File: config.mk
export PLATFORM = sky130hd
export DESIGN_NAME = entropy_bit_pool_dice_roller_unit
export DESIGN_NICKNAME = d
export VERILOG_FILES = /design/src/rtl/ebpdr_pkg.sv /design/src/rtl/ebpdr_ram.sv /design/src/rtl/ebpdr_roller.sv /design/src/rtl/entropy_bit_pool_dice_roller_unit.sv
export SDC_FILE = /design/constraint.sdc
export NUM_CORES = 1
export LEC_CHECK = 0
export CORE_MARGIN = 2
export CORE_UTILIZATION = 50
export CTS_CLUSTER_DIAMETER = 120
export DETAILED_ROUTE_END_ITERATION = 6
export DONT_BUFFER_PORTS = 1
export SLEW_MARGIN = 40
export SYNTH_ARGS = -nofsm -noshare
export SYNTH_HDL_FRONTEND = slang
export SYNTH_HIERARCHICAL = 1
export SYNTH_SLANG_ARGS = --single-unit
File: constraint.sdc
create_clock -name clk_i -period 8.3 [get_ports clk_i]
set_input_delay 0.83 -clock clk_i [delete_from_list [all_inputs] [get_ports clk_i]]
set_output_delay 0.83 -clock clk_i [all_outputs]
set_load 0.02 [all_outputs]
File: src/rtl/ebpdr_pkg.sv
// shared constants and types of the entropy pool dice roller
`timescale 1ns / 1ps
package ebpdr_pkg;

  localparam int POOL_BITS        = 128;
  localparam int DEPOSIT_MAX_BITS = 32;

  localparam int ADDR_W     = $clog2(POOL_BITS);
  localparam int FILL_W     = $clog2(POOL_BITS + 1);
  localparam int CNT_MAX    = (DEPOSIT_MAX_BITS > 8) ? DEPOSIT_MAX_BITS : 8;
  localparam int CNT_W      = $clog2(CNT_MAX + 1);
  localparam int PULSE_W    = 32;
  localparam int RAND_W     = 32;
  localparam int OP_W       = 2;
  localparam int RANGE_W    = 8;
  localparam int ROLL_W     = 9;
  localparam int ROLL_MIN   = 2;
  localparam int ROLL_RESET = 2;
  localparam int BYTE_W     = 8;
  localparam int IN_DATA_W  = PULSE_W + RAND_W;
  localparam int OUT_DATA_W = 2 * BYTE_W;

  typedef enum logic [OP_W-1:0] {
    OP_DEPOSIT = 2'd0,
    OP_READ    = 2'd1,
    OP_ROLL    = 2'd2
  } op_e;

  // sequencer to roller step unit
  typedef struct packed {
    logic step;
    logic bit_val;
  } roll_ctrl_t;

  // roller step unit back to sequencer
  typedef struct packed {
    logic              accept;
    logic [BYTE_W-1:0] value;
  } roll_stat_t;

endpackage

File: src/rtl/ebpdr_ram.sv
// generic single write port ram with one registered read port
`timescale 1ns / 1ps
module ebpdr_ram #(
  parameter int WIDTH = 1,
  parameter int DEPTH = 128
) (
  input  logic                     clk_i,
  input  logic                     we_i,
  input  logic [$clog2(DEPTH)-1:0] waddr_i,
  input  logic [WIDTH-1:0]         wdata_i,
  input  logic                     re_i,
  input  logic [$clog2(DEPTH)-1:0] raddr_i,
  output logic [WIDTH-1:0]         rdata_o
);

  logic [WIDTH-1:0] mem_q [DEPTH];

  // write port and registered read
  always_ff @(posedge clk_i) begin
    if (we_i) begin
      mem_q[waddr_i] <= wdata_i;
    end
    if (re_i) begin
      rdata_o <= mem_q[raddr_i];
    end
  end

endmodule

File: src/rtl/ebpdr_roller.sv
// fast dice roller step unit: one pool bit per step, holds range, bound and candidate
`timescale 1ns / 1ps
module ebpdr_roller (
  input  logic                         clk_i,
  input  logic                         rst_ni,
  input  logic                         cfg_we_i,
  input  logic [ebpdr_pkg::RANGE_W-1:0] cfg_data_i,
  input  ebpdr_pkg::roll_ctrl_t        ctrl_i,
  output ebpdr_pkg::roll_stat_t        stat_o
);
  import ebpdr_pkg::*;

  logic [RANGE_W-1:0] range_q, range_d;
  logic [ROLL_W-1:0]  bound_q, bound_d;
  logic [ROLL_W-1:0]  cand_q, cand_d;
  logic [ROLL_W-1:0]  n;
  logic [ROLL_W-1:0]  bound_sh;
  logic [ROLL_W-1:0]  cand_sh;
  logic               hit;
  logic               acc;

  // range below two counts as two
  assign n = (range_q < RANGE_W'(ROLL_MIN)) ? ROLL_W'(ROLL_MIN) : ROLL_W'(range_q);

  // double the bound, shift the bit into the candidate, compare with the range
  assign bound_sh = {bound_q[ROLL_W-2:0], 1'b0};
  assign cand_sh  = {cand_q[ROLL_W-2:0], ctrl_i.bit_val};
  assign hit      = (bound_sh >= n);
  assign acc      = hit && (cand_sh < n);

  assign stat_o.accept = ctrl_i.step && acc;
  assign stat_o.value  = cand_sh[BYTE_W-1:0];

  // next roller state
  always_comb begin
    range_d = range_q;
    bound_d = bound_q;
    cand_d  = cand_q;
    if (cfg_we_i) begin
      range_d = cfg_data_i;
      bound_d = ROLL_W'(1);
      cand_d  = '0;
    end else if (ctrl_i.step) begin
      if (acc) begin
        bound_d = ROLL_W'(1);
        cand_d  = '0;
      end else if (hit) begin
        bound_d = bound_sh - n;
        cand_d  = cand_sh - n;
      end else begin
        bound_d = bound_sh;
        cand_d  = cand_sh;
      end
    end
  end

  always_ff @(posedge clk_i or negedge rst_ni) begin
    if (!rst_ni) begin
      range_q <= RANGE_W'(ROLL_RESET);
      bound_q <= ROLL_W'(1);
      cand_q  <= '0;
    end else begin
      range_q <= range_d;
      bound_q <= bound_d;
      cand_q  <= cand_d;
    end
  end

endmodule

File: src/rtl/entropy_bit_pool_dice_roller_unit.sv
// Entropy bit pool with fast dice roller: top level and sequencer
//
// Input stream (s_axis): tuser carries the operation (deposit, read byte, roll),
// tdata carries pulse_count and random_bits. Output stream (m_axis): one result
// per item, tuser is the ready flag, tdata holds the value and the pool fill.
// Configuration: cfg_valid_i/cfg_data_i write roll_range; cfg_ready_o is always
// high and a write restarts the roller. Write it only while the block is idle.
// The pool is a 128 x 1 ram used as a stack; pushed bits enter its write port
// one per cycle, and a popped bit takes a read and a use state on its read port.
// Deposit pushes up to 32 bits, read byte pops eight, roll pops bits until the
// roller accepts or the pool empties; a short read, empty roll or unused code
// goes straight to the result. One item at a time; s_axis_tready_o is low meanwhile.
// A finished result sits in an output register; if the receiver stalls with a
// result still held, the next result waits in the sequencer until it is taken.
// Reset empties the pool, clears the last pulse count, sets the range to two
// and restarts the roller; the ram contents need no clearing.
`timescale 1ns / 1ps
module entropy_bit_pool_dice_roller_unit (
  input  logic                             clk_i,
  input  logic                             rst_ni,
  input  logic                             s_axis_tvalid_i,
  output logic                             s_axis_tready_o,
  // [31:0] pulse_count, [63:32] random_bits
  input  logic [ebpdr_pkg::IN_DATA_W-1:0]  s_axis_tdata_i,
  // [1:0] operation
  input  logic [ebpdr_pkg::OP_W-1:0]       s_axis_tuser_i,
  output logic                             m_axis_tvalid_o,
  input  logic                             m_axis_tready_i,
  // [7:0] value, [15:8] bits_available
  output logic [ebpdr_pkg::OUT_DATA_W-1:0] m_axis_tdata_o,
  // [0] ready_res
  output logic                             m_axis_tuser_o,
  input  logic                             cfg_valid_i,
  output logic                             cfg_ready_o,
  input  logic [ebpdr_pkg::RANGE_W-1:0]    cfg_data_i
);
  import ebpdr_pkg::*;

  typedef enum logic [2:0] {
    ST_IDLE,
    ST_DEP_CNT,
    ST_DEP_PUSH,
    ST_POP_RD,
    ST_POP_USE,
    ST_FINISH
  } state_e;

  state_e              state_q, state_d;
  op_e                 op_q, op_d;
  logic [PULSE_W-1:0]  pulse_q, pulse_d;
  logic [RAND_W-1:0]   bits_q, bits_d;
  logic [PULSE_W-1:0]  last_q, last_d;
  logic [FILL_W-1:0]   fill_q, fill_d;
  logic [CNT_W-1:0]    cnt_q, cnt_d;
  logic [BYTE_W-1:0]   byte_q, byte_d;
  logic                res_rdy_q, res_rdy_d;
  logic [BYTE_W-1:0]   res_val_q, res_val_d;
  logic                m_valid_q, m_valid_d;
  logic [OUT_DATA_W-1:0] m_data_q, m_data_d;
  logic                m_user_q, m_user_d;

  logic                s_xfer;
  logic [PULSE_W-1:0]  delta;
  logic [PULSE_W:0]    dbl;
  logic [FILL_W-1:0]   fill_dec;
  logic [BYTE_W-1:0]   byte_next;
  logic                pool_full;
  logic                ram_we;
  logic                ram_re;
  logic [0:0]          ram_rdata;
  roll_ctrl_t          roll_ctrl;
  roll_stat_t          roll_stat;

  assign s_axis_tready_o = (state_q == ST_IDLE);
  assign s_xfer          = s_axis_tvalid_i && s_axis_tready_o;
  assign cfg_ready_o     = 1'b1;
  assign m_axis_tvalid_o = m_valid_q;
  assign m_axis_tdata_o  = m_data_q;
  assign m_axis_tuser_o  = m_user_q;

  // deposit bit count: twice the wrapped pulse delta, capped
  assign delta     = pulse_q - last_q;
  assign dbl       = {delta, 1'b0};
  assign fill_dec  = fill_q - FILL_W'(1);
  assign pool_full = (fill_q >= FILL_W'(POOL_BITS));
  assign byte_next = {ram_rdata[0], byte_q[BYTE_W-1:1]};

  // pool stack storage
  assign ram_we = (state_q == ST_DEP_PUSH) && !pool_full;
  assign ram_re = (state_q == ST_POP_RD);

  ebpdr_ram #(
    .WIDTH (1),
    .DEPTH (POOL_BITS)
  ) u_pool (
    .clk_i   (clk_i),
    .we_i    (ram_we),
    .waddr_i (fill_q[ADDR_W-1:0]),
    .wdata_i (bits_q[0]),
    .re_i    (ram_re),
    .raddr_i (fill_dec[ADDR_W-1:0]),
    .rdata_o (ram_rdata)
  );

  // roller step unit, stepped only for roll items
  assign roll_ctrl.step    = (state_q == ST_POP_USE) && (op_q == OP_ROLL);
  assign roll_ctrl.bit_val = ram_rdata[0];

  ebpdr_roller u_roller (
    .clk_i      (clk_i),
    .rst_ni     (rst_ni),
    .cfg_we_i   (cfg_valid_i && cfg_ready_o),
    .cfg_data_i (cfg_data_i),
    .ctrl_i     (roll_ctrl),
    .stat_o     (roll_stat)
  );

  // sequencer next state
  always_comb begin
    state_d   = state_q;
    op_d      = op_q;
    pulse_d   = pulse_q;
    bits_d    = bits_q;
    last_d    = last_q;
    fill_d    = fill_q;
    cnt_d     = cnt_q;
    byte_d    = byte_q;
    res_rdy_d = res_rdy_q;
    res_val_d = res_val_q;
    m_valid_d = m_valid_q;
    m_data_d  = m_data_q;
    m_user_d  = m_user_q;

    // output transfer frees the result register
    if (m_valid_q && m_axis_tready_i) begin
      m_valid_d = 1'b0;
    end

    unique case (state_q)
      ST_IDLE: begin
        if (s_xfer) begin
          op_d      = op_e'(s_axis_tuser_i);
          pulse_d   = s_axis_tdata_i[PULSE_W-1:0];
          bits_d    = s_axis_tdata_i[IN_DATA_W-1:PULSE_W];
          res_rdy_d = 1'b0;
          res_val_d = '0;
          byte_d    = '0;
          unique case (op_e'(s_axis_tuser_i))
            OP_DEPOSIT: begin
              res_rdy_d = 1'b1;
              state_d   = ST_DEP_CNT;
            end
            OP_READ: begin
              cnt_d = CNT_W'(BYTE_W);
              if (fill_q >= FILL_W'(BYTE_W)) begin
                state_d = ST_POP_RD;
              end else begin
                state_d = ST_FINISH;
              end
            end
            OP_ROLL: begin
              if (fill_q != '0) begin
                state_d = ST_POP_RD;
              end else begin
                state_d = ST_FINISH;
              end
            end
            default: begin
              state_d = ST_FINISH;
            end
          endcase
        end
      end
      ST_DEP_CNT: begin
        last_d = pulse_q;
        if (dbl > (PULSE_W + 1)'(DEPOSIT_MAX_BITS)) begin
          cnt_d = CNT_W'(DEPOSIT_MAX_BITS);
        end else begin
          cnt_d = dbl[CNT_W-1:0];
        end
        if (dbl == '0) begin
          state_d = ST_FINISH;
        end else begin
          state_d = ST_DEP_PUSH;
        end
      end
      ST_DEP_PUSH: begin
        if (!pool_full) begin
          fill_d = fill_q + FILL_W'(1);
        end
        bits_d = bits_q >> 1;
        cnt_d  = cnt_q - CNT_W'(1);
        if (cnt_q == CNT_W'(1)) begin
          state_d = ST_FINISH;
        end
      end
      ST_POP_RD: begin
        state_d = ST_POP_USE;
      end
      ST_POP_USE: begin
        fill_d = fill_dec;
        if (op_q == OP_READ) begin
          byte_d = byte_next;
          cnt_d  = cnt_q - CNT_W'(1);
          if (cnt_q == CNT_W'(1)) begin
            res_rdy_d = 1'b1;
            res_val_d = byte_next;
            state_d   = ST_FINISH;
          end else begin
            state_d = ST_POP_RD;
          end
        end else begin
          if (roll_stat.accept) begin
            res_rdy_d = 1'b1;
            res_val_d = roll_stat.value;
            state_d   = ST_FINISH;
          end else if (fill_dec == '0) begin
            state_d = ST_FINISH;
          end else begin
            state_d = ST_POP_RD;
          end
        end
      end
      ST_FINISH: begin
        if (!m_valid_q || m_axis_tready_i) begin
          m_valid_d = 1'b1;
          m_user_d  = res_rdy_q;
          m_data_d  = {BYTE_W'(fill_q), res_val_q};
          state_d   = ST_IDLE;
        end
      end
      default: begin
        state_d = ST_IDLE;
      end
    endcase
  end

  // state and registered outputs
  always_ff @(posedge clk_i or negedge rst_ni) begin
    if (!rst_ni) begin
      state_q   <= ST_IDLE;
      fill_q    <= '0;
      last_q    <= '0;
      m_valid_q <= 1'b0;
    end else begin
      state_q   <= state_d;
      fill_q    <= fill_d;
      last_q    <= last_d;
      m_valid_q <= m_valid_d;
    end
  end

  // payload registers
  always_ff @(posedge clk_i) begin
    op_q      <= op_d;
    pulse_q   <= pulse_d;
    bits_q    <= bits_d;
    cnt_q     <= cnt_d;
    byte_q    <= byte_d;
    res_rdy_q <= res_rdy_d;
    res_val_q <= res_val_d;
    m_data_q  <= m_data_d;
    m_user_q  <= m_user_d;
  end

endmodule

==> flow_summary_export.csv, run 1 <==
group,metric,value,unit
detailed_routing,wl,35700,um
logic_synthesis,async_flop_share,22.5,%
power,power,0.00664,W
detailed_routing,drc,0,
setup_path,critPathKind,"register to register",
setup_path,cp-start-kind,"register",
floorplanning,rows,65,
final_layout,utilization,55.4,%
clock_tree,path_clk_slew,0.06,ns
logic_synthesis,yosys_warnings,6,
setup_path,critPathCaptureType,"register",
final_layout,finalNetCount,1578,
logic_synthesis,syn_nets,1602,
clock_tree,cts_sinks,302,
detailed_routing,vias_per_cell,5.84,
sta,worst_slew_margin_rel,44.6,%
sta,hold_viol,0,
logic_synthesis,yosysSeqAreaShare,54.6,%
global_route,grt_pass1_vias,10700,
detailed_routing,ant_nets,0,
logic_synthesis,yosys.area.top_type,"edfxtp_1",
setup_path,path_max_fanout,8,
logic_synthesis,avgSynthCellArea,10.9,sq um
clock_tree,post-cts-setup-buffer-count,0,
floorplanning,io_pins,99,
clock_tree,cts_buffer_depth,3,
run_status,status,"complete, no violations",
power,peakVddDrop,0.247,mV
clock_tree,htreeDepth,2,
sta,rsz0062_at_grt,"no",
global_route,grt_max_degree,129,
detailed_routing,drt_iter0_drc,1050,
detailed_routing,first_pass_iters,6,
clock_tree,cts_buffers,35,
global_route,grt_pass1_wl,57100,um
logic_synthesis,synth-seq-cells,302,
place,dpl.hpwl,23500,um
global_route,grtUsageTotal,21.5,%
sta,timing.hold.ws,0.145,ns
logic_synthesis,synthFlopType,"edfxtp_1",
final_layout,layout_common_cells,"edfxtp_1, nand2_1, nor2_1",
final_layout,area_growth,9.24,%
global_route,antenna_found_initial,4,
floorplanning,initial_core_util,50.7,%
floorplanning,die_area,33400,sq um
sta,slew_viol_final,0,
sta,finalCritPeriodShare,47.3,%
setup_path,crit_required,8.76,ns
sta,worst_pin_slew,0.829,ns
setup_path,critPathArrivalTime,4.38,ns
power,leakagePower,6.36,nW
place,place_congestion,0.863,
final_layout,final_common_cell,"edfxtp_1",
job,max-cap-violations,0,
sta,fin_crit,3.92,ns
place,port-buffer-count,0,
floorplanning,die_h,183,um
clock_tree,root_buffer,"clkbuf_16",
clock_tree,clk_latency,0.53,ns
worst_hold_path,hp-class,"input pin to async pin",
clock_tree,cts_tree,"built",
sta,setup_viol_count_final,0,
global_route,gr-total-overflow,0,
logic_synthesis,synth_area_leaders,"edfxtp_1, dfrtp_1, nand2_1, nor2_1, ha_1",
floorplanning,core,31600,sq um
logic_synthesis,yosysUniqueCellTypes,95,
floorplanning,fp.dieW,183,um
logic_synthesis,synth_top_cell_area_share,43.9,%
final_layout,drive_gt1_share,9.39,%
logic_synthesis,synth_area,16000,sq um
logic_synthesis,syn_inst,1467,
detailed_routing,wire_per_inst,19.1,um
logic_synthesis,synth_edf_count,234,
sta,tns,0,ns
detailed_routing,vias,10900,
sta,finalClockSkew,0.0164,ns
sta,fmax,255,MHz
power,power.density,380,nW/um^2
final cells by class:
| type | instances | area (sq um) |
|---|---|---|
| Timing Repair Buffer | 16 | 146 |
| Clock buffer | 56 | 1030 |
| Clock inverter | 8 | 131 |
| Sequential cell | 302 | 8730 |
| Inverter | 61 | 229 |
| Fill cell | 2723 | 14100 |
| Antenna cell | 2 | 5.00 |
| Tap cell | 402 | 503 |
| Multi-Input combinational cell | 1027 | 6710 |
report_power, final:
group	internal [W]	switching [W]	leakage (nW)	total (W)
registers	0.00209	0.000222	3.01	0.00232
clock network	0.000946	0.000599	0.558	0.00155
logic	0.00105	0.00172	2.79	0.00277
total	0.00409	0.00254	6.36	0.00664
repair_timing:
action,in CTS,in global routing
endpoints found under the hold margin,62,0
resized for setup,0,0
hold buffers,2,0
sequential cells by signal, indices dropped and copies added (netlist names):
name              cells
res_val_q             8
m_axis_tdata_o       16
u_pool/rdata_o        1
state_q               3
u_roller/bound_q      8
last_q               32
byte_q                7
fill_q                8
u_roller/range_q      8
cnt_q                 6
pulse_q              32
m_axis_tuser_o        1
u_pool/mem_q        128
res_rdy_q             1
m_axis_tvalid_o       1
op_q                  2
u_roller/cand_q       8
bits_q               32
path summary, 6_finish.rpt:
check	from	to	slack, ns	depth (start not counted)
setup reg to reg	pulse_q[11]$_DFFE_PP_	state_q[0]$_DFFE_PN0P_	4.38	10
max in group asynchronous	rst_ni	last_q[20]$_DFFE_PN0P_	7.12	1
setup / recovery	pulse_q[11]$_DFFE_PP_	state_q[0]$_DFFE_PN0P_	4.38	10
hold / removal	rst_ni	u_roller/bound_q[0]$_DFFE_PN1P_	0.14	0
hold reg to reg	res_val_q[3]$_SDFFCE_PN0P_	m_axis_tdata_o[3]$_DFFE_PP_	0.42	0
min in group clk_i	s_axis_tuser_i[1]	op_q[1]$_DFFE_PP_	0.40	0
Yosys cell counts (all sizes together), types with 3 or more instances:
master and instances:
ha 53, a21oi 74, xnor2 22, nand4 18
a221o 11, edfxtp 234, o2111a 3, nor2 191
o21ai 85, nand2 223, inv 61, and3 6
o21bai 3, mux2i 17, dfrtp 66, or4 4
o22ai 5, a21o 10, mux2 5, nor2b 20
nor3 23, nor3b 11, clkbuf 42, or3 8
a311oi 3, nor4 12, a22oi 3, or2 6
o21a 7, a31oi 5, and2 24, nand4b 8
o31ai 3, xor2 20, buf 34, a2111oi 3
nand2b 15, or4b 3, mux4 33, a211oi 6
nand3b 3, o211ai 13, nand3 32, fa 3
stage by stage:
step	setup slack [ns]	cells	instance area, sq um
3_5_place_dp	4.40	1806	16300
4_1_cts	4.38	1872	17500
3_3_place_gp	4.46	1804	16200
2_1_floorplan	4.92	1467	16000
5_1_grt	4.14	1872	17500
6_report	4.38	1874	17500
critical path, cell delays in order (launching register included):
cell and delay (ns):
edfxtp_1 0.40, ha_1 0.44, a21oi_1 0.31, o21ai_0 0.26, o41a_1 0.42, a311oi_1 0.45
mux2_2 0.41, o21ba_2 0.23, nand4b_1 0.20, or4b_1 0.64, nand3_1 0.11
logic make-up (layout without fill, tap and decap cells):
family	Yosys count	in the layout	synth area share (%)
and+or+nand+nor	614	614	17.8
other	1	3	0.0234
AOI/OAI and AO/OA	259	259	10.7
xor gates and xnor gates	42	42	2.30
muxes	55	55	6.22
adders and majority gates	56	56	4.52
buffers and inverters	138	141	3.93
DFF	302	302	54.6
layer usage:
| layer | vias up | track usage (%) | share of wire [%] |
|---|---|---|---|
| met5 | - | 0 | 0.076 |
| met4 | 4 | 6.14 | 2.1 |
| met3 | 55 | 4.53 | 6.5 |
| met2 | 297 | 35.3 | 48 |
| met1 | 5325 | 29.2 | 44 |
| li1 | 5254 | - | - |
No activity file was read; power rests on OpenSTA's default activity.
==> inputs of run 2 (changes only) <==
Settings changed: PLACE_DENSITY set to 0.68.
Clock period 8.3 ns to 3.56 ns, I/O delays scaled along.
==> run 2 against run 1 <==
  * First-iteration DRC count down 10%
  * Sequential share of layout area shrank 3.5 points
  * Total power increased by 150%
  * Register-to-register slack got worse by 4.3 ns
  * Wire length is 0.55% lower
  * Maximum frequency is 14% higher
  * Count of clock-buffer cells in the layout decreased by 5
  * Clock skew decreased by 0.0045 ns
  * Final area rose by 7.5%
  * Combinational power increased to 2.7 times the previous value
  * Critical path type unchanged
  * Critical endpoint is now cnt_q[1]$_DFFE_PP_
==> flow_summary_export.csv, run 2 (synthesized netlist as in run 1, its figures left out) <==
group,metric,value,unit
power,switching_share,38.1,%
place,port-buffer-count,0,
global_route,gr-total-overflow,0,
global_route,grt_pass1_vias,10900,
floorplanning,rows,65,
final_layout,final_common_cell,"edfxtp_1",
floorplanning,core,31600,sq um
sta,finalCritPeriodShare,96.7,%
setup_path,crit_required,3.92,ns
detailed_routing,drt_iter0_drc,943,
power,p_int,0.0101,W
clock_tree,htreeDepth,2,
run_status,status,"complete, no violations",
detailed_routing,drc,0,
setup_path,critPathSlowestCell,"or4b_4",
setup_path,critPathKind,"register to register",
global_route,grt_pass1_wl,56900,um
detailed_routing,ant_nets,0,
global_route,grt_max_degree,129,
floorplanning,io_pins,99,
place,place_congestion,0.891,
power,peakVddDrop,0.493,mV
setup_path,critPathCaptureType,"register",
global_route,grtUsageTotal,21.2,%
power,leakagePower,6.95,nW
place,dpl.hpwl,23500,um
clock_tree,cts_sinks,302,
final_layout,layout_common_cells,"edfxtp_1, nand2_1, nor2_1",
setup_path,crit_path_frequent_cell,"nand4_1",
detailed_routing,vias_per_cell,5.74,
sta,rsz0062_at_grt,"yes",
setup_path,path_buf_inv,0,
final_layout,final_area,18800,sq um
setup_path,worstPathCellList,"ha_2, fa_2, nand2b_4, a21o_4, and2_2, nand2_1, nand4_1, or4b_1, nor4_2, nand4_1, or4b_4, o32ai_2",
final_layout,utilization,59.6,%
power,switchingPower,0.00622,W
detailed_routing,first_pass_iters,5,
sta,fin_crit,3.44,ns
sta,setup_viol_count_final,0,
setup_path,cpPeakStageDelay,0.59,ns
setup_path,path_max_fanout,5,
clock_tree,cts_buffer_depth,3,
final_layout,drive_gt1_share,15.3,%
job,max-cap-violations,0,
clock_tree,cts_tree,"built",
floorplanning,fp.dieW,183,um
power,p_seq_share,32.4,%
sta,fmax,290,MHz
clock_tree,path_clk_slew,0.06,ns
global_route,use_met3,3.79,%
place,placed_area,16700,sq um
sta,worst_pin_slew,0.812,ns
floorplanning,die_h,183,um
final_layout,area_growth,17.5,%
global_route,antenna_found_initial,4,
detailed_routing,wire_per_inst,17.8,um
sta,finalClockSkew,0.0119,ns
final_layout,finalNetCount,1699,
sta,slew_viol_final,0,
detailed_routing,wl,35500,um
sta,hold_viol,0,
global_route,top_usage_layer,"met2",
power,power,0.0163,W
setup_path,critPathArrivalTime,3.80,ns
sta,worst_slew_margin_rel,45.7,%
final_layout,largest_reg_flops,128,
global_route,met1_usage,29.1,%
setup_path,cp-start-kind,"register",
power,clock_power_share,21.6,%
worst_hold_path,hp-class,"input pin to register",
global_route,grt_use_met2,35.1,%
clock_tree,root_buffer,"clkbuf_16",
floorplanning,die_area,33400,sq um
power,combPwrFrac,46.0,%
final_layout,top_register,"u_pool/mem_q",
clock_tree,clk_latency,0.53,ns
sta,timing.hold.ws,0.0165,ns
power,power.density,869,nW/um^2
clock_tree,cts_buffers,35,
floorplanning,initial_core_util,50.7,%
detailed_routing,vias,11500,
setup_path,path_delay_family,"simple AND/OR/NAND/NOR gates",
-- run 2: cell count changes in the layout (fill, tap and decap cells not counted), moves of 3 or more --
cell,delta
buf_4,+63
dlygate4sd3_1,+57
ha_1,-17
ha_4,+12
clkbuf_1,-7
ha_2,+5
clkinv_2,+3
nor4_1,-3
nor4_2,+3
-- run 2: power by group through the flow --
stage          Clock [W]  Sequential (W)  Combinational [W]
6_report         0.00352         0.00530            0.00752
5_1_grt          0.00373         0.00537            0.00826
4_1_cts          0.00359         0.00529            0.00713
3_5_place_dp           0         0.00536            0.00697
3_3_place_gp           0         0.00534            0.00686
2_1_floorplan          0         0.00536            0.00498
-- run 2: worst paths after layout --
kind	startpoint	endpoint	slack, ns	cells after the start
max	last_q[0]$_DFFE_PN0P_	cnt_q[1]$_DFFE_PP_	0.12	12
min	s_axis_tdata_i[61]	bits_q[29]$_DFFE_PP_	0.02	2
max reg2reg	last_q[0]$_DFFE_PN0P_	cnt_q[1]$_DFFE_PP_	0.12	12
min reg2reg	res_val_q[4]$_SDFFCE_PN0P_	m_axis_tdata_o[4]$_DFFE_PP_	0.41	0
max in group asynchronous	rst_ni	u_roller/bound_q[0]$_DFFE_PN1P_	2.84	2
min in group asynchronous	rst_ni	m_axis_tvalid_o$_DFF_PN0_	0.39	2
-- run 2: metal layers --
layer | share of wire, % | vias to the layer above
met1 | 44 | 5613
met4 | 2.3 | 2
met2 | 48 | 283
met3 | 5.5 | 67
met5 | 0.037 | -
li1 | - | 5500
-- run 2: layout make-up --
class	instances	area, sq um
repair buffers	137	1210
fillers	2538	12800
well taps	402	503
flip-flops and latches	302	8730
clock buffers	51	1030
multi-input cells	1027	6960
diodes	3	7.51
inverters	61	229
clock inverters	13	116
-- run 2: stage by stage --
step	setup TNS (ns)	setup slack, ns	std cells
finish	0	0.116	1996
global route	-0.111	-0.0438	1996
CTS	0	0.00115	1989
detailed placement	-0.164	-0.0572	1866
global placement	0	0.0508	1866
floorplan	0	0.185	1467
-- run 2: repair_timing --
action                                  in CTS  in global routing
endpoints found under the setup margin       5                 14
gates resized for setup                      4                 39
hold endpoints to repair                   125                  0
setup buffers                                0                  2
hold buffers                                59                  0
pin swaps                                    0                 13
